**src/rtl/pzc_pkg.sv**
```systemverilog
// Package for the power zone classifier: field widths, zone codes,
// the zone bound table and the shared context struct.
// No dependencies.
`default_nettype none

package pzc_pkg;

    localparam int POWER_W = 16;
    localparam int THR_W   = 11;
    localparam int ZONE_W  = 3;
    localparam int PCT_W   = 10;
    // 20 * 65535 and 307 * 2047 both fit in 21 bits
    localparam int CMP_W   = 21;

    typedef logic [ZONE_W-1:0]  t_zone;
    typedef logic [PCT_W-1:0]   t_pct;
    typedef logic [POWER_W-1:0] t_power;
    typedef logic [THR_W-1:0]   t_thr;
    typedef logic [CMP_W-1:0]   t_cmp;

    localparam t_zone ZONE_NONE = 3'd0;
    localparam t_zone ZONE_FIRST = 3'd1;
    localparam t_zone ZONE_TOP  = 3'd7;

    localparam t_thr THR_RESET = 11'd200;

    // Lower bound of each zone in percent of threshold power
    localparam t_pct ZONE_BOUND_PCT [8] = '{
        10'd0, 10'd0, 10'd55, 10'd76, 10'd91, 10'd106, 10'd121, 10'd151
    };

    // Twice the hysteresis band of 2.5 percent
    localparam t_pct HYST_PCT_X2 = 10'd5;

    typedef struct packed {
        logic  no_history;
        t_zone last_zone;
        t_zone raw_zone;
    } t_zone_ctx;

    function automatic t_cmp scale_thr(input t_pct pct, input t_thr thr);
        return CMP_W'(pct) * CMP_W'(thr);
    endfunction

endpackage

`default_nettype wire

```
**src/rtl/pzc_if.sv**
```systemverilog
// Valid/ready channel interfaces for the power zone classifier.
// Depends on pzc_pkg.
`default_nettype none

interface pzc_in_if;
    logic                  valid;
    logic                  ready;
    logic [pzc_pkg::POWER_W-1:0] power_dw;
    logic                  no_history;

    modport source(output valid, output power_dw, output no_history, input ready);
    modport sink(input valid, input power_dw, input no_history, output ready);
endinterface

interface pzc_out_if;
    logic                 valid;
    logic                 ready;
    logic [pzc_pkg::ZONE_W-1:0] zone;
    logic [pzc_pkg::ZONE_W-1:0] raw_zone;

    modport source(output valid, output zone, output raw_zone, input ready);
    modport sink(input valid, input zone, input raw_zone, output ready);
endinterface

`default_nettype wire

```
**src/rtl/pzc_raw_zone.sv**
```systemverilog
// Raw zone classification of one power sample against the threshold power.
// Depends on pzc_pkg.
`default_nettype none

module pzc_raw_zone (
    input  wire pzc_pkg::t_power i_power_dw,
    input  wire pzc_pkg::t_thr   i_thr_w,
    output pzc_pkg::t_zone       o_raw_zone
);
    import pzc_pkg::*;

    t_cmp  tenp;
    t_zone above_cnt;

    // Bounds rise with the zone, so the zone is one plus the bounds passed
    always_comb begin
        tenp = CMP_W'({i_power_dw, 3'b000}) + CMP_W'({i_power_dw, 1'b0});
        above_cnt = ZONE_NONE;
        for (int z = 2; z < 8; z++) begin
            if (tenp >= scale_thr(ZONE_BOUND_PCT[3'(z)], i_thr_w)) begin
                above_cnt = above_cnt + ZONE_FIRST;
            end
        end
        if ((i_power_dw == '0) || (i_thr_w == '0)) begin
            o_raw_zone = ZONE_NONE;
        end else begin
            o_raw_zone = above_cnt + ZONE_FIRST;
        end
    end

endmodule

`default_nettype wire

```
**src/rtl/pzc_hyst.sv**
```systemverilog
// Hysteresis against the kept zone: holds the previous zone unless the
// sample clears the band of 2.5 percent. Depends on pzc_pkg.
`default_nettype none

module pzc_hyst (
    input  wire pzc_pkg::t_power    i_power_dw,
    input  wire pzc_pkg::t_thr      i_thr_w,
    input  wire pzc_pkg::t_zone_ctx i_ctx,
    output pzc_pkg::t_zone          o_zone
);
    import pzc_pkg::*;

    t_cmp twentyp;
    t_pct up_pct;
    t_pct dn_pct;
    t_cmp up_lim;
    t_cmp dn_lim;

    always_comb begin
        twentyp = CMP_W'({i_power_dw, 4'b0000}) + CMP_W'({i_power_dw, 2'b00});
        // dn_pct wraps for zones below 2, but is only used when last zone >= 2
        up_pct = (ZONE_BOUND_PCT[i_ctx.raw_zone] << 1) + HYST_PCT_X2;
        dn_pct = (ZONE_BOUND_PCT[i_ctx.last_zone] << 1) - HYST_PCT_X2;
        up_lim = scale_thr(up_pct, i_thr_w);
        dn_lim = scale_thr(dn_pct, i_thr_w);

        o_zone = i_ctx.raw_zone;
        if (!i_ctx.no_history && (i_ctx.last_zone != ZONE_NONE) &&
            (i_ctx.raw_zone != ZONE_NONE) && (i_ctx.raw_zone != i_ctx.last_zone)) begin
            if (i_ctx.raw_zone > i_ctx.last_zone) begin
                if (twentyp < up_lim) begin
                    o_zone = i_ctx.last_zone;
                end
            end else begin
                if (twentyp >= dn_lim) begin
                    o_zone = i_ctx.last_zone;
                end
            end
        end
    end

endmodule

`default_nettype wire

```
**src/rtl/power_zone_classifier_hysteresis.sv**
```systemverilog
// Power zone classifier with hysteresis, top level.
// The sample passes the input register, then the result register, before it can
// transfer as a result. Throughput: one item per cycle while the result is not stalled;
// the kept zone is updated in the same cycle as the result.
// A stalled result holds while the input register can still take one more item.
// Reset (synchronous, active low): both stages empty, threshold 200 W, kept zone 0.
`default_nettype none

module power_zone_classifier_hysteresis (
    input  wire            i_clk,
    input  wire            i_rst_n,
    pzc_in_if.sink         i_in,
    pzc_out_if.source      o_out,
    input  wire            i_cfg_we,
    input  wire pzc_pkg::t_thr i_cfg_data
);
    import pzc_pkg::*;

    logic      r_in_valid;
    t_power    r_power;
    logic      r_no_history;
    t_thr      r_thr;
    t_zone     r_last_zone;
    logic      r_out_valid;
    t_zone     r_zone;
    t_zone     r_raw_zone;

    t_zone     n_raw_zone;
    t_zone     n_zone;
    t_zone_ctx ctx;
    logic      advance;

    assign advance    = r_in_valid && (!r_out_valid || o_out.ready);
    assign i_in.ready = !r_in_valid || advance;

    assign o_out.valid    = r_out_valid;
    assign o_out.zone     = r_zone;
    assign o_out.raw_zone = r_raw_zone;

    pzc_raw_zone u_raw (
        .i_power_dw (r_power),
        .i_thr_w    (r_thr),
        .o_raw_zone (n_raw_zone)
    );

    always_comb begin
        ctx.no_history = r_no_history;
        ctx.last_zone  = r_last_zone;
        ctx.raw_zone   = n_raw_zone;
    end

    pzc_hyst u_hyst (
        .i_power_dw (r_power),
        .i_thr_w    (r_thr),
        .i_ctx      (ctx),
        .o_zone     (n_zone)
    );

    always_ff @(posedge i_clk) begin
        if (!i_rst_n) begin
            r_in_valid  <= 1'b0;
            r_out_valid <= 1'b0;
            r_thr       <= THR_RESET;
            r_last_zone <= ZONE_NONE;
        end else begin
            if (i_cfg_we) begin
                r_thr <= i_cfg_data;
            end
            if (i_in.valid && i_in.ready) begin
                r_in_valid <= 1'b1;
            end else if (advance) begin
                r_in_valid <= 1'b0;
            end
            if (advance) begin
                r_out_valid <= 1'b1;
                r_last_zone <= n_zone;
            end else if (o_out.ready) begin
                r_out_valid <= 1'b0;
            end
        end
    end

    // Payload registers: load on transfer, no reset
    always_ff @(posedge i_clk) begin
        if (i_in.valid && i_in.ready) begin
            r_power      <= i_in.power_dw;
            r_no_history <= i_in.no_history;
        end
        if (advance) begin
            r_zone     <= n_zone;
            r_raw_zone <= n_raw_zone;
        end
    end

endmodule

`default_nettype wire

```
**src/flat_wrapper.sv**
```systemverilog
// flat-port wrapper written by rule: the top's interface ports become plain ports
module power_zone_classifier_hysteresis_flat import pzc_pkg::*;
  (i_clk, i_rst_n, i_cfg_we, i_cfg_data, i_in_valid, i_in_power_dw, i_in_no_history, i_in_ready, o_out_valid, o_out_zone, o_out_raw_zone, o_out_ready);
  pzc_in_if i_in_i ();
  pzc_out_if o_out_i ();
  input  wire i_clk;
  input  wire i_rst_n;
  input  wire i_cfg_we;
  input  wire pzc_pkg::t_thr i_cfg_data;
  input wire logic [$bits(i_in_i.valid)-1:0] i_in_valid;
  input wire logic [$bits(i_in_i.power_dw)-1:0] i_in_power_dw;
  input wire logic [$bits(i_in_i.no_history)-1:0] i_in_no_history;
  output wire logic [$bits(i_in_i.ready)-1:0] i_in_ready;
  output wire logic [$bits(o_out_i.valid)-1:0] o_out_valid;
  output wire logic [$bits(o_out_i.zone)-1:0] o_out_zone;
  output wire logic [$bits(o_out_i.raw_zone)-1:0] o_out_raw_zone;
  input wire logic [$bits(o_out_i.ready)-1:0] o_out_ready;
  assign i_in_i.valid = i_in_valid;
  assign i_in_i.power_dw = i_in_power_dw;
  assign i_in_i.no_history = i_in_no_history;
  assign i_in_ready = i_in_i.ready;
  assign o_out_valid = o_out_i.valid;
  assign o_out_zone = o_out_i.zone;
  assign o_out_raw_zone = o_out_i.raw_zone;
  assign o_out_i.ready = o_out_ready;
  power_zone_classifier_hysteresis u_core (.i_clk(i_clk), .i_rst_n(i_rst_n), .i_in(i_in_i), .o_out(o_out_i), .i_cfg_we(i_cfg_we), .i_cfg_data(i_cfg_data));
endmodule
```
**config.mk**
```make
export PLATFORM = sky130hd
export DESIGN_NAME = power_zone_classifier_hysteresis_flat
export DESIGN_NICKNAME = d
export VERILOG_FILES = /design/src/rtl/pzc_pkg.sv /design/src/rtl/pzc_if.sv /design/src/rtl/pzc_raw_zone.sv /design/src/rtl/pzc_hyst.sv /design/src/rtl/power_zone_classifier_hysteresis.sv /design/src/flat_wrapper.sv
export SDC_FILE = /design/constraint.sdc
export NUM_CORES = 1
export LEC_CHECK = 0
export ABC_CLOCK_PERIOD_IN_PS = 28200
export BUFFER_PORTS_ARGS = -buffer_cell sky130_fd_sc_hd__buf_2
export CORE_MARGIN = 2
export CORE_UTILIZATION = 65
export CTS_BUF_LIST = sky130_fd_sc_hd__clkbuf_4 sky130_fd_sc_hd__clkbuf_8 sky130_fd_sc_hd__clkbuf_16
export DETAILED_ROUTE_END_ITERATION = 8
export PLACE_DENSITY = 0.87
export SKIP_CTS_REPAIR_TIMING = 1
export SLEW_MARGIN = 25
export SYNTH_ARGS = -nofsm -noshare
export SYNTH_HDL_FRONTEND = slang
export SYNTH_SLANG_ARGS = --single-unit
```
**constraint.sdc**
```tcl
create_clock -name i_clk -period 28.2 [get_ports i_clk]
set_input_delay 4.23 -clock i_clk [delete_from_list [all_inputs] [get_ports i_clk]]
set_output_delay 4.23 -clock i_clk [all_outputs]
set_load 0.1 [all_outputs]
```
# Word level (Yosys, flattened, before mapping)
# Memory sizes are Yosys's and may differ from the RTL's.
# Index checks and enable logic that the tools add are counted.
# word_totals
regBits	39
rom_bits	160
input_bits	33
output_inout_bits	8
wordCells	62
mem_count	2
# mem_list
memory	words	width	read_ports	rd_ports_with_merged_regs	wr	line_no	source
(no name shown)	8	10	1	0	0	pzc_hyst.sv:23	dn_pct = (ZONE_BOUND_PCT[i_ctx.last_zone] << 1) - HYST_PCT_X2;
(no name shown)	8	10	1	0	0	pzc_hyst.sv:22	up_pct = (ZONE_BOUND_PCT[i_ctx.raw_zone] << 1) + HYST_PCT_X2;
# classes
addsub	6
multipliers	4
order_cmp	7
n_eq_ne	1
mux	15
bitwise_logic	2
n_reduce_logical	17
# op_table
operator	count
10-bit by 11-bit multiplier with 21-bit output	2
9-bit two-way mux	4
20-bit by 18-bit adder with 21-bit output	1
21-bit by 17-bit >= comparator with 1-bit output	1
21-bit by 18-bit >= comparator with 1-bit output	1
21-bit >= comparator	1
21-bit less-than comparator	1
19-bit by 17-bit adder with 20-bit output	1
3-bit two-way mux	6
6-bit by 11-bit multiplier with 17-bit output, first input constant	1
16-bit logical NOT	1
5-bit by 11-bit multiplier with 16-bit output, first input constant	1
11-bit logical NOT	1
10-bit by 3-bit adder with 10-bit output, second input constant	1
10-bit by 3-bit subtractor with 10-bit output, second input constant	1
4-bit >= comparator, second input constant	2
3-bit inverter with 4-bit output	2
3-bit by 1-bit adder with 3-bit output, second input constant	2
3-bit nonzero test	2
1-bit logical AND	5
1-bit two-way mux	5
2-bit nonzero test	2
3-bit > comparator	1
1-bit logical NOT	3
2 further kinds	4

# Depth between registers and ports, before layout
# Gate-level depths: netlist (run 1).
# depth
ltp_word	17
depth_mapped	58
ltp_nobuf	58

# Hierarchy
# A second synthesis (run 1) with hierarchy kept.
# hier_totals
cells_unflattened	1632
area_unflattened_um2	14266.2
# by_module_without_submodules
mod	instances	cells_per_inst	area_each_um2	seq_area_each_um2
pzc_hyst	1	1069	9019.9	0.0
pzc_raw_zone	1	482	3927.5	0.0
power_zone_classifier_hysteresis	1	81	1318.8	1011.0

# Least setup slack after synthesis (run 1)
# No wires, ideal clock.
# synth_path
path_kind	flip-flop to flip-flop
start	register u_core.r_thr[5]
end	register u_core.r_zone[0] (netlist: u_core.o_out.zone[0]) (data pin)
setup_time_ns	0.270
arrival_ns	12.293
t_required_ns	27.930
slack_ns	15.638
path_stages_with_launch	54
n_path_buf	0
period_less_slack_ns	12.562
cell_sequence	dfxtp_1 inv_1 ha_1 fa_1 inv_1 fa_1 inv_1 ha_1 or4_1 o21ai_1 o211ai_1 a21oi_1 xor2_1 ha_1 a21o_1 a21oi_1 a21oi_1 a211oi_1 [18 not listed] inv_1 fa_1 inv_1 ha_1 a21o_1 a21oi_1 nand2_1 a211oi_1 o21ai_0 a31oi_1 xor2_1 ha_1 a21o_1 a21o_1 nor3_1 a31oi_1 a211oi_4 o21ai_0
# synth_between
elab_chain_cells	17
elab_cells_between_ends	29
classes_between	add/sub: 3; mul: 4; order compare: 5; eq/ne: 1; mux: 9; bitwise: 1; reduce/logical: 5; memory: 1
# synth_lines
item	line_no	source
start, declared	power_zone_classifier_hysteresis.sv:22	t_thr r_thr;
start signal, assigned	power_zone_classifier_hysteresis.sv:67	r_thr <= i_cfg_data;
6-bit by 11-bit multiplier with 17-bit output	pzc_pkg.sv:42	return CMP_W'(pct) * CMP_W'(thr);
21-bit by 17-bit >= comparator with 1-bit output	pzc_raw_zone.sv:20	if (tenp >= scale_thr(ZONE_BOUND_PCT[3'(z)], i_thr_w)) begin
1-bit two-way mux	pzc_raw_zone.sv:20	
3-bit by 1-bit adder with 3-bit output	pzc_raw_zone.sv:21	above_cnt = above_cnt + ZONE_FIRST;
3-bit two-way mux	pzc_raw_zone.sv:20	
3-bit by 1-bit adder with 3-bit output	--	
3-bit two-way mux (*)	pzc_raw_zone.sv:24	if ((i_power_dw == '0) || (i_thr_w == '0)) begin
via u_core.n_raw_zone[0]	power_zone_classifier_hysteresis.sv:28	t_zone n_raw_zone;
[2 not listed]	--	
9-bit two-way mux (implied by the code) (2 in series)	pzc_hyst.sv:22	
10-bit by 3-bit adder with 10-bit output	pzc_hyst.sv:22	
10-bit by 11-bit multiplier with 21-bit output	pzc_pkg.sv:42	
21-bit less-than comparator	pzc_hyst.sv:31	if (twentyp < up_lim) begin
3-bit two-way mux	pzc_hyst.sv:31	
3-bit two-way mux	pzc_hyst.sv:30	if (i_ctx.raw_zone > i_ctx.last_zone) begin
3-bit two-way mux (*)	pzc_hyst.sv:28	if (!i_ctx.no_history && (i_ctx.last_zone != ZONE_NONE) &&
via u_core.n_zone[0]	power_zone_classifier_hysteresis.sv:29	t_zone n_zone;
end signal, assigned	power_zone_classifier_hysteresis.sv:90	r_zone <= n_zone;
end, declared	power_zone_classifier_hysteresis.sv:25	t_zone r_zone;
# Mark *: on every way through the listed nets, which the timed path passes. The rest lies on a longest branch. The select of a mux whose other input is x is not followed.
# A chain may end at the register's enable or synchronous reset.

# Worst setup path in the final report (run 1)
# layout_path
start	register u_core.r_thr[5]
end	register u_core.r_last_zone[1]
# layout_between
elab_chain_cells	17
elab_cells_between_ends	29
classes_between	add/sub: 3; mul: 4; order compare: 5; eq/ne: 1; mux: 9; bitwise: 1; reduce/logical: 5; memory: 1
# layout_lines
item	line_no	source
6-bit by 11-bit multiplier with 17-bit output	pzc_pkg.sv:42	
21-bit by 17-bit >= comparator with 1-bit output	pzc_raw_zone.sv:20	
1-bit two-way mux	pzc_raw_zone.sv:20	
3-bit by 1-bit adder with 3-bit output	pzc_raw_zone.sv:21	
3-bit two-way mux	pzc_raw_zone.sv:20	
3-bit by 1-bit adder with 3-bit output	--	
3-bit two-way mux (*)	pzc_raw_zone.sv:24	
via u_core.n_raw_zone[0]	power_zone_classifier_hysteresis.sv:28	
3-bit inverter with 4-bit output (implied by the code)	pzc_hyst.sv:22	
memory read 8 x 10 bit	--	
9-bit two-way mux (implied by the code) (2 in series)	pzc_hyst.sv:22	
10-bit by 3-bit adder with 10-bit output	pzc_hyst.sv:22	
10-bit by 11-bit multiplier with 21-bit output	pzc_pkg.sv:42	
21-bit less-than comparator	pzc_hyst.sv:31	
3-bit two-way mux	pzc_hyst.sv:31	
3-bit two-way mux	pzc_hyst.sv:30	
3-bit two-way mux (*)	pzc_hyst.sv:28	
end signal, assigned	power_zone_classifier_hysteresis.sv:76	r_last_zone <= n_zone;
end, declared	power_zone_classifier_hysteresis.sv:23	t_zone r_last_zone;
# Marks and branches as above.

==> results.md, run 1 <==
Run status:
- The flow ran to the end, and the final reports show no timing, DRC or antenna violations.

Place:
- Summing all placed instances gives a cell area of 14,100 um^2.
- The placed wire-length estimate after detailed placement is about 29 mm.
- The count of port buffers added during placement is 40.
- The weighted congestion reported at the end of routability-driven placement is 0.954.
- The post-placement cell count is 1,838.

Critical path:
- The maximum fanout count along the critical path is 24.
- The worst register-to-register path ends at u_core.r_last_zone[1].
- The most critical setup path has its startpoint at u_core.r_thr[5].
- The critical path arrival is 14,590 ps.
- Counting cells, the worst reg-to-reg path comes to 55.
- The worst register-to-register path has a setup slack of between 10,000 and 15,000 ps.
- By startpoint and endpoint, the worst setup path is classified as flip-flop to flip-flop.
- The required time of the critical path is 28,410 ps.
- The startpoint identified for the worst register-to-register timing path is u_core.r_thr[5].
- The cell seen most often among critical-path stages is ha_1.
- The maximum single-stage delay on the critical path is 560 ps.
- STA classifies the critical path startpoint as a flip-flop.
- The kind of capture point of the worst setup path is a flip-flop.
- The slowest cell on the critical path is fa_1.

Routing:
- The average routed wire per standard cell is ~20 um.
- The violation count after the first detailed-route iteration is just over 1k.
- Detailed routing inserted a total of 11.5k vias.
- The post-detailed-routing wire length is 36.9 mm.
- Before antenna repair, the detailed router went through 6 iterations.
- The remaining antenna violation count after routing is 0.
- Using the TritonRoute via totals, the vias-per-cell ratio works out to 6.25.
- The number of remaining DRC errors is 0.

Hold path:
- The startpoint identified for the worst hold timing path is u_core.r_in_valid.
- Along the worst hold path, the cell count comes to 1.
- The path class of the tightest hold or removal check is flip-flop to flip-flop.
- The worst-case hold path end point is u_core.o_out.valid.

Floorplan:
- For this configuration, the core starts out at a cell density of 66.6%.
- In this run the count of I/O pins placed on the die edge is 41.
- The number of placement rows is 52.
- The height of the chip is 148 um.
- The core area is 20,300 um^2.
- The overall die width is 148 um.
- The die outline area is 22,000 um^2.

Global route:
- The via count of the first global-routing pass is roughly 12k.
- The first global-routing pass estimated slightly above 60 mm of wire.
- The number of antenna violations at the first check in global routing is 0.
- The largest net degree at the start of global routing is 28.
- The total track usage is 34.8%.
- The overall overflow remaining after global route is 0.

STA:
- The count of pins over their slew limit came to 0.
- Counting I/O delays and the setup requirement, the final critical path takes 14,380 ps.
- The upper clock frequency limit is 0.0695 GHz.
- The transition time at the pin with the least slew margin is 1160 ps.
- The summed negative setup slack over all endpoints is 0 ps.
- The final setup violation count is 0.
- The final hold violation count came to 0.
- The worst relative slew slack is 23.0%.
- Setup repair after global routing left no endpoint under its margin.
- The post-route fraction of the period consumed by the critical path is about half.
- The setup clock skew after layout is 6.12 ps.

Finish:
- The synthesis-to-layout area growth is 5.28%.
- The net count of the finished layout is 2,057.
- In the layout the commonest cells are ha_1, inv_1, fa_1.
- The share of layout cells above drive strength 1 is 5.65%.
- Once layout is complete, the cells apart from fillers number 1,847.
- The layout filler cell count is ~1.6k.
- The post-route standard cell area excluding fillers is 14,200 um^2.
- The library cell used most frequently in the layout, excluding fill and tap cells, is ha_1.

Job:
- The number of maximum-capacitance violations is 0.

Yosys:
- The mean post-synth cell area is 8.78 um^2.
- By area the synthesized netlist is led by ha_1, fa_1, inv_1, edfxtp_1, nand2_1.
- Sequential cells were found to cover 7.48% of the synthesized design area.
- ha_1 takes more of the synthesized area than any other cell.
- The top flip-flop cell by instance count after synthesis is edfxtp_1.
- The synthesized netlist net count is slightly above 2k.
- The post-synth design cell area is 13,500 um^2.
- Yosys mapped a number of flops with a built-in enable equal to 23.
- After synthesis, the share of flip-flops with an asynchronous set or reset is 0%.
- Summed over its instances, the top area cell type makes up 25.9% of the synthesized netlist area.
- The cell count after synthesis came out at approximately 1.5k.
- The number of different library cells in the post-synthesis netlist is 68.
- The total of warnings raised by yosys is 0.
- Synthesis inferred 39 register bits.

Clocking:
- The clock passes through at most 2 buffers.
- The number of buffers added by the clock tree synthesis step is 5.
- The TritonCTS clock tree is built.
- The H-tree depth reported by CTS is 2.
- The clock-pin slew on the worst setup and hold paths is 60 ps.
- The clock drives 39 sinks.
- At the later pin of the worst-skew pair, clock insertion delay measures a little under 300 ps.
- In this run the clock root is driven by a clkbuf_16.
-- logic make-up after synthesis --
kind of cell | share of synthesized area [%]
compound gates | 12.7
xor+xnor | 5.05
fa+ha+maj | 50.9
buf+inv | 8.20
flops | 7.48
mux | 0.962
simple gates | 14.7
-- routing by layer --
metal  up-vias  track usage (%)  part of all wire [%]
met2       583             57.7                    47
met1      5607             44.6                    39
met5         -                0                     0
met3       167             6.35                   8.9
met4         0             15.9                   5.4
li1       5191                -                     -
-- cells in the mapped netlist, types with 3 or more instances --
master,n
a21o_1,28
o31a_1,4
and3_1,6
o31ai_1,7
and2_1,63
a31oi_1,7
and4_1,4
a41oi_1,3
inv_1,255
o21ai_1,3
ha_1,280
xnor2_1,38
buf_2,4
nand3_1,16
or3_1,5
fa_1,169
o21a_1,22
edfxtp_1,23
nand4b_1,3
mux2i_1,13
o211ai_1,9
nor2_1,75
nor2b_1,18
clkbuf_1,29
or2_2,4
o21ai_0,50
nand2_1,152
nor3_1,24
xor2_1,40
nand2b_1,12
a211oi_1,14
dfxtp_1,16
o311a_1,3
o21bai_1,9
o41ai_1,3
a21oi_1,74
nor4_1,8
nand4_1,11
-- sequential cells by signal, summed over array words and instances, names as in the netlist --
signal	flops
u_core.o_out.zone	3
u_core.r_last_zone	3
u_core.r_power	16
u_core.r_no_history	1
u_core.o_out.valid	1
u_core.r_in_valid	1
u_core.o_out.raw_zone	3
u_core.r_thr	11
-- worst max-delay path, delay by kind of cell, from the launching register on --
kind | cells | cell delay [ps]
adder cells (fa/ha/maj) | 15 | 6120
AO/OA/AOI/OAI | 16 | 3330
AND/OR/NAND/NOR | 11 | 2220
buffers and inverters | 9 | 1270
XOR/XNOR | 3 | 830
flip-flops | 1 | 310
multiplexers | 1 | 220
-- area by class of cell --
cell class                      instances  area (um^2)  share of cell area [%]
Antenna cell                            1         2.50                  0.0176
Clock buffer                            6          139                   0.975
Clock inverter                          2         13.8                  0.0967
Inverter                              257          965                    6.78
Multi-Input combinational cell       1210        11400                    80.1
Sequential cell                        39         1010                    7.10
Tap cell                              270          338                    2.37
Timing Repair Buffer                   62          365                    2.57
-- per-stage QoR --
| stage | hold slack [ps] | utilization [%] | setup slack (ps) |
|---|---|---|---|
| floorplan | 477 | - | 15640 |
| global route | 577 | 70.1 | 12940 |
| CTS | 543 | 70.1 | 14050 |
| global placement | 497 | 69.4 | 14540 |
| finish | 571 | 70.1 | 13820 |
| detailed placement | 509 | 69.4 | 14130 |
-- worst max-delay path by stage --
stage / endpoint / cells past startpoint / slack, ps
6_report: u_core.r_last_zone[1] / 55 / 13820
5_1_grt: u_core.o_out.zone[1] / 54 / 12940
4_1_cts: u_core.r_last_zone[1] / 55 / 14050
3_5_place_dp: u_core.o_out.zone[1] / 54 / 14130
3_3_place_gp: u_core.o_out.zone[0] / 54 / 14540
2_1_floorplan: u_core.o_out.zone[0] / 53 / 15640
Power of run 1 is not shown: default switching activity piles up to over one toggle a cycle in this logic, so the estimate is an artifact.
==> inputs of run 2 (changes only) <==
- ABC_CLOCK_PERIOD_IN_PS: 28200 -> 13700
- clock period: 28.2 -> 13.7 ns (I/O delays scaled with it)
==> results.md, run 2 (same netlist as run 1, synthesis figures left out) <==
Clocking:
- The H-tree depth reported by CTS is 2 (unchanged).
- TritonCTS built the clock tree.
- The clock sink total was 39 (unchanged).
- The deepest clock path buffer count is 2 (unchanged).
- The number of buffers added by the clock tree synthesis step came to 5 (unchanged).
- The clock-pin slew on the worst setup and hold paths is 60 ps (about the same).
- The cell sitting at the root of the clock tree is a clkbuf_16.
- The clock latency of the later-clocked register in the worst-skew pair is 290 ps (about the same).

Critical path:
- The maximum single-stage delay on the critical path is 550 ps (about the same).
- The required time of the critical path is 13,910 ps (-14,500 ps).
- The critical path arrival is 13,130 ps (-1460 ps).
- The worst setup path is captured at a flip-flop.
- The cell seen most often among critical-path stages is ha_1.
- The critical path launch point type is a flip-flop.
- The maximum fanout count along the critical path is 9 (-63%).
- The critical path in this run is classified as flip-flop to flip-flop.
- Among all stages on the critical path, the largest delay is contributed by fa_1.

Routing:
- The remaining antenna violation count after routing came to 0 (unchanged).
- The met2 routed wirelength is 17.1 mm (-0.41%).
- The uppermost metal layer occupied by signal nets is met5.
- The number of optimization iterations in the first detailed-route pass was 6 (unchanged).
- The average routed wire per standard cell is 20.0 um (+0.24%).
- The number of remaining DRC errors is 0 (unchanged).
- The detail-routed via count per cell is 6.10 (-2.5%).
- The post-detailed-routing wire length is 37.4 mm (+1.2%).
- The violation count after the first detailed-route iteration is 812 (-20%).
- The sum of met3 wire segment lengths after detailed routing is 3.88 mm (+18%).
- The via count of the routed design was 11.4k (-1.5%).
- The routed length on met1 is 14.7 mm (+1.6%).

STA:
- The upper clock frequency limit came to 0.0774 GHz (+11%).
- Setup repair after global routing left no endpoint under its margin.
- The transition time at the pin with the least slew margin is 1150 ps (-4.77 ps).
- The post-route fraction of the period consumed by the critical path is 94.3% (+43 points).
- The minimum period implied by the final worst setup slack is 12,910 ps (-1470 ps).
- The summed negative setup slack over all endpoints came to 0 ps (unchanged).
- The final setup violation count was 0 (unchanged).
- The final hold violation count is 0 (unchanged).
- The setup clock skew after layout is 5.02 ps (-1.09 ps).
- The slack of the critical path is 785 ps (-13,030 ps).
- The count of pins over their slew limit is 0 (unchanged).
- The worst relative slew slack is 22.7% (-0.23 points).

Finish:
- The share of layout cells above drive strength 1 is 7.47% (+1.8 points).
- The final net count was 2,074 (+0.83%).
- The leading cell type in the layout, fill and taps excluded is ha_1.
- Relative to the synthesized area, the layout overhead comes to 6.65%.
- The layout filler cell count was 1,540 (-0.90%).
- The register with the most flip-flops in the final layout is u_core.r_power.
- Leaving out fill and tap cells, the most frequent cells in the layout are ha_1, inv_1, fa_1.
- The number of flip-flops under the largest register name was 16 (unchanged).
- In the final layout, the registers with the most flip-flops are u_core.r_power: 16 flops, u_core.r_thr: 11 flops.

Run status:
- The run finished with clean final reports.

Floorplan:
- The height of the chip is 148 um (unchanged).
- The overall die width is 148 um (unchanged).
- The starting density of the core came to 66.6% (unchanged).
- The number of placement rows came to 52 (unchanged).
- The die outline area is 22,000 um^2 (unchanged).
- The number of top-level design ports is 41 (unchanged).
- The core area is 20,300 um^2 (unchanged).

Job:
- The number of maximum-capacitance violations was 0 (unchanged).

Global route:
- The total track usage came to 35.3% (+0.52 points).
- The number of antenna violations at the first check in global routing is 3 (+3).
- The first-pass GRT wire length is 60.6 mm (+0.34%).
- The via count of the first global-routing pass is 12.1k (+0.49%).
- The overall overflow remaining after global route came to 0 (unchanged).
- The largest net degree at the start of global routing is 25 (-11%).

Place:
- The pre-CTS setup slack is 348 ps (-13,790 ps).
- The weighted congestion reported at the end of routability-driven placement came to 0.998 (+4.6%).
- The placed wire-length estimate after detailed placement is 30.5 mm (+4.4%).
- The count of port buffers added during placement came to 40 (unchanged).

Hold path:
- In this run the worst hold path is classified as flip-flop to flip-flop.
[run 2: cell type report]
class	instances	area, um^2	area share (%)
multi-input cells	1210	11500	79.4
flip-flops and latches	39	1020	7.04
inverters	257	965	6.69
repair buffers	79	504	3.50
well taps	270	338	2.34
clock buffers	6	133	0.920
clock inverters	2	12.5	0.0867
diodes	2	5.00	0.0347
[run 2: critical path: cells and delay by family, from the launching register on]
kind                     cells  cell delay, ps
AND/OR/NAND/NOR             13            2050
multiplexers                 1             230
flip-flops                   1             340
XOR/XNOR                     3             430
AO/OA/AOI/OAI               17            3000
buffers and inverters        8             730
adder cells (fa/ha/maj)     15            6030
[run 2: through the flow]
step	util [%]	instances	hold slack, ps	instance area (um^2)
2_1_floorplan	-	1541	477	13500
3_3_place_gp	70.0	1854	493	14200
3_5_place_dp	70.0	1854	501	14200
4_1_cts	70.7	1862	520	14300
5_1_grt	71.0	1863	555	14400
6_report	71.1	1865	525	14400
[run 2: final timing paths]
check | end | depth (start not counted) | slack, ps | start
setup / recovery | u_core.r_last_zone[2] | 57 | 790 | u_core.r_thr[5]
hold / removal | u_core.o_out.valid | 1 | 530 | u_core.r_in_valid
setup reg to reg | u_core.r_last_zone[2] | 57 | 790 | u_core.r_thr[5]
hold reg to reg | u_core.o_out.valid | 1 | 530 | u_core.r_in_valid
[run 2: metal layers]
layer | up-vias | track usage (%)
li1 | 5230 | -
met1 | 5489 | 44.4
met2 | 523 | 57.8
met3 | 130 | 9.91
met4 | 2 | 14.4
met5 | - | 0
Power of run 2 is left out for the same reason.
==> inputs of run 3 (changes only) <==
- CELL_PAD_IN_SITES_DETAIL_PLACEMENT: not set -> 2
- CELL_PAD_IN_SITES_GLOBAL_PLACEMENT: not set -> 2
- CORE_UTILIZATION: 65 -> 42
- PLACE_DENSITY: 0.87 -> 0.88
- SLEW_MARGIN: 25 -> 30
==> results.md, run 3 (same netlist as run 1, synthesis figures left out) <==
STA:
- The setup clock skew after layout was 18.4 ps (+13.4 ps).
- The worst relative slew slack came to 23.5% (+0.77 points).
- The final hold violation count was 0 (unchanged).
- The final setup violation count came to 6 (+6).
- The count of pins over their slew limit came to 0 (unchanged).
- The post-route fraction of the period consumed by the critical path was 110% (+15 points).
- The upper clock frequency limit came to 0.0665 GHz (-14%).
- The minimum period implied by the final worst setup slack is 15,040 ps (+2120 ps).
- The slack of the critical path was -1340 ps (-2120 ps).
- The summed negative setup slack over all endpoints is -7430 ps (-7430 ps).
- The transition time at the pin with the least slew margin was 1140 ps (-7.15 ps).

Finish:
- The largest registers in the layout are u_core.r_power: 16 flops, u_core.r_thr: 11 flops.
- The final net count was 2,100 (+1.3%).
- The library cells used most frequently in the layout, excluding fill and tap cells, are ha_1, inv_1, fa_1.
- The leading cell type in the layout, fill and taps excluded is ha_1.
- From synthesis to final layout, the design area changed by 11.7%.
- The share of layout cells above drive strength 1 is 11.3% (+3.8 points).
- u_core.r_power holds more flip-flops than any other register.
- The number of flip-flops under the largest register name is 16 (unchanged).

Critical path:
- The endpoint identified for the worst register-to-register timing path is u_core.r_last_zone[0].
- The startpoint identified for the worst register-to-register timing path is u_core.r_thr[4].
- The maximum single-stage delay on the critical path is 760 ps (+210 ps).
- The slowest cell on the critical path is fa_1.
- By startpoint and endpoint, the worst setup path is classified as flip-flop to flip-flop.
- The setup slack on the worst flop-to-flop path was -1340 ps (-2120 ps).
- The worst setup path is launched from a flip-flop.
- The kind of capture point of the worst setup path is a flip-flop.
- The required time of the critical path is 13,910 ps (about the same).
- The worst path buffer plus inverter count was 12 (+4).
- The dominant delay contributor by cell family on the critical path is adder cells.
- The number of cell instances on the worst register-to-register path is 56 (-1.8%).
- The maximum fanout count along the critical path is 7 (-2).
- The critical path arrival is 15,240 ps (+2110 ps).

Routing:
- The violation count after the first detailed-route iteration is 1,211 (+49%).
- The remaining antenna violation count after routing is 0 (unchanged).
- The via count of the routed design is 13.6k (+19%).
- The number of remaining DRC errors came to 0 (unchanged).
- The detail-routed via count per cell is 6.70 (+9.8%).
- The number of optimization iterations in the first detailed-route pass was 5 (-1).
- The post-detailed-routing wire length came to 75.3 mm (+100%).
- The average routed wire per standard cell is 37.2 um (+86%).

Clocking:
- The number of buffers added by the clock tree synthesis step is 5 (unchanged).
- The TritonCTS clock tree is built.
- The clock latency of the later-clocked register in the worst-skew pair is 340 ps (+50 ps).
- The clock-pin slew on the worst setup and hold paths is 80 ps (+20 ps).
- Clock tree synthesis selected as its root buffer the cell clkbuf_16.
- The clock sink total is 39 (unchanged).
- The deepest clock path buffer count is 2 (unchanged).
- The H-tree depth reported by CTS is 2 (unchanged).

Hold path:
- The startpoint of the worst hold path is u_core.r_in_valid.
- The worst hold path stage count is 1 (unchanged).
- The worst hold path terminates at u_core.o_out.valid.
- The class of the tightest hold or removal check is flip-flop to flip-flop.

Run status:
- The run finished, with violations left.
- The checks that failed: negative setup slack.

Floorplan:
- The number of top-level design ports was 41 (unchanged).
- The starting density of the core came to 42.7% (-24 points).
- The height of the chip is 183 um (+24%).
- The overall die width was 183 um (+24%).
- The core area was 31,600 um^2 (+56%).
- The die outline area came to 33,700 um^2 (+53%).
- The number of placement rows was 65 (+25%).

Place:
- The count of port buffers added during placement is 40 (unchanged).
- The weighted congestion reported at the end of routability-driven placement is 0.895 (-10%).
- The placed wire-length estimate after detailed placement is 46.2 mm (+52%).

Global route:
- The overall overflow remaining after global route came to 0 (unchanged).
- The first-pass GRT wire length is 91.7 mm (+51%).
- The via count of the first global-routing pass came to 14.9k (+23%).
- The number of antenna violations at the first check in global routing was 8 (+5).
- The largest net degree at the start of global routing is 25 (unchanged).
- The total track usage is 37.0% (+1.6 points).

Job:
- The number of maximum-capacitance violations came to 0 (unchanged).
run 3: cell count changes in the layout (fill, tap and decap cells not counted), moves of 3 or more:
cell        change
a211oi_2        +3
buf_4          +23
inv_2           +3
buf_12          +4
a211oi_1        -3
ha_1            -9
clkinvlp_4      +3
ha_2            +4
inv_1           -6
ha_4            +5
o21ai_0         -3
run 3: per-stage QoR:
| step | setup slack [ps] | cell area [um^2] | hold WS (ps) | util (%) | cells |
|---|---|---|---|---|---|
| 2_1_floorplan | 1140 | 13500 | 477 | - | 1541 |
| 3_3_place_gp | 520 | 14400 | 512 | 45.6 | 1994 |
| 3_5_place_dp | -660 | 14400 | 530 | 45.7 | 1994 |
| 4_1_cts | -1060 | 14600 | 575 | 46.1 | 2002 |
| 5_1_grt | -1320 | 15100 | 666 | 47.7 | 2021 |
| 6_report | -1340 | 15100 | 657 | 47.7 | 2025 |
run 3: how the worst max path moves through the flow:
| stage | startpoint | end | cells after the start |
|---|---|---|---|
| final | u_core.r_thr[4] | u_core.r_last_zone[0] | 56 |
| after global routing | u_core.r_thr[4] | u_core.o_out.zone[0] | 56 |
| after floorplan | u_core.r_thr[5] | u_core.o_out.zone[0] | 53 |
| after CTS | u_core.r_thr[4] | u_core.o_out.zone[2] | 54 |
| after detailed placement | u_core.r_thr[2] | u_core.r_last_zone[1] | 55 |
| after global placement | u_core.r_thr[7] | u_core.o_out.zone[0] | 53 |
run 3: metal layers:
layer  routed length (um)  share of wire (%)  global-route usage (%)
met5                   55              0.073                       0
met4                 8780                 12                    25.1
met3                 7150                9.5                    8.20
met2                34400                 46                    64.8
met1                24900                 33                    39.9
run 3: cell type report:
cell class                      count  area [um^2]
Antenna cell                        4         10.0
Clock inverter                      3         20.0
Inverter                          257          976
Fill cell                        3405        16500
Tap cell                          402          503
Multi-Input combinational cell   1210        11700
Timing Repair Buffer              105          759
Sequential cell                    39         1020
Clock buffer                        5          125
Power of run 3 is left out for the same reason.
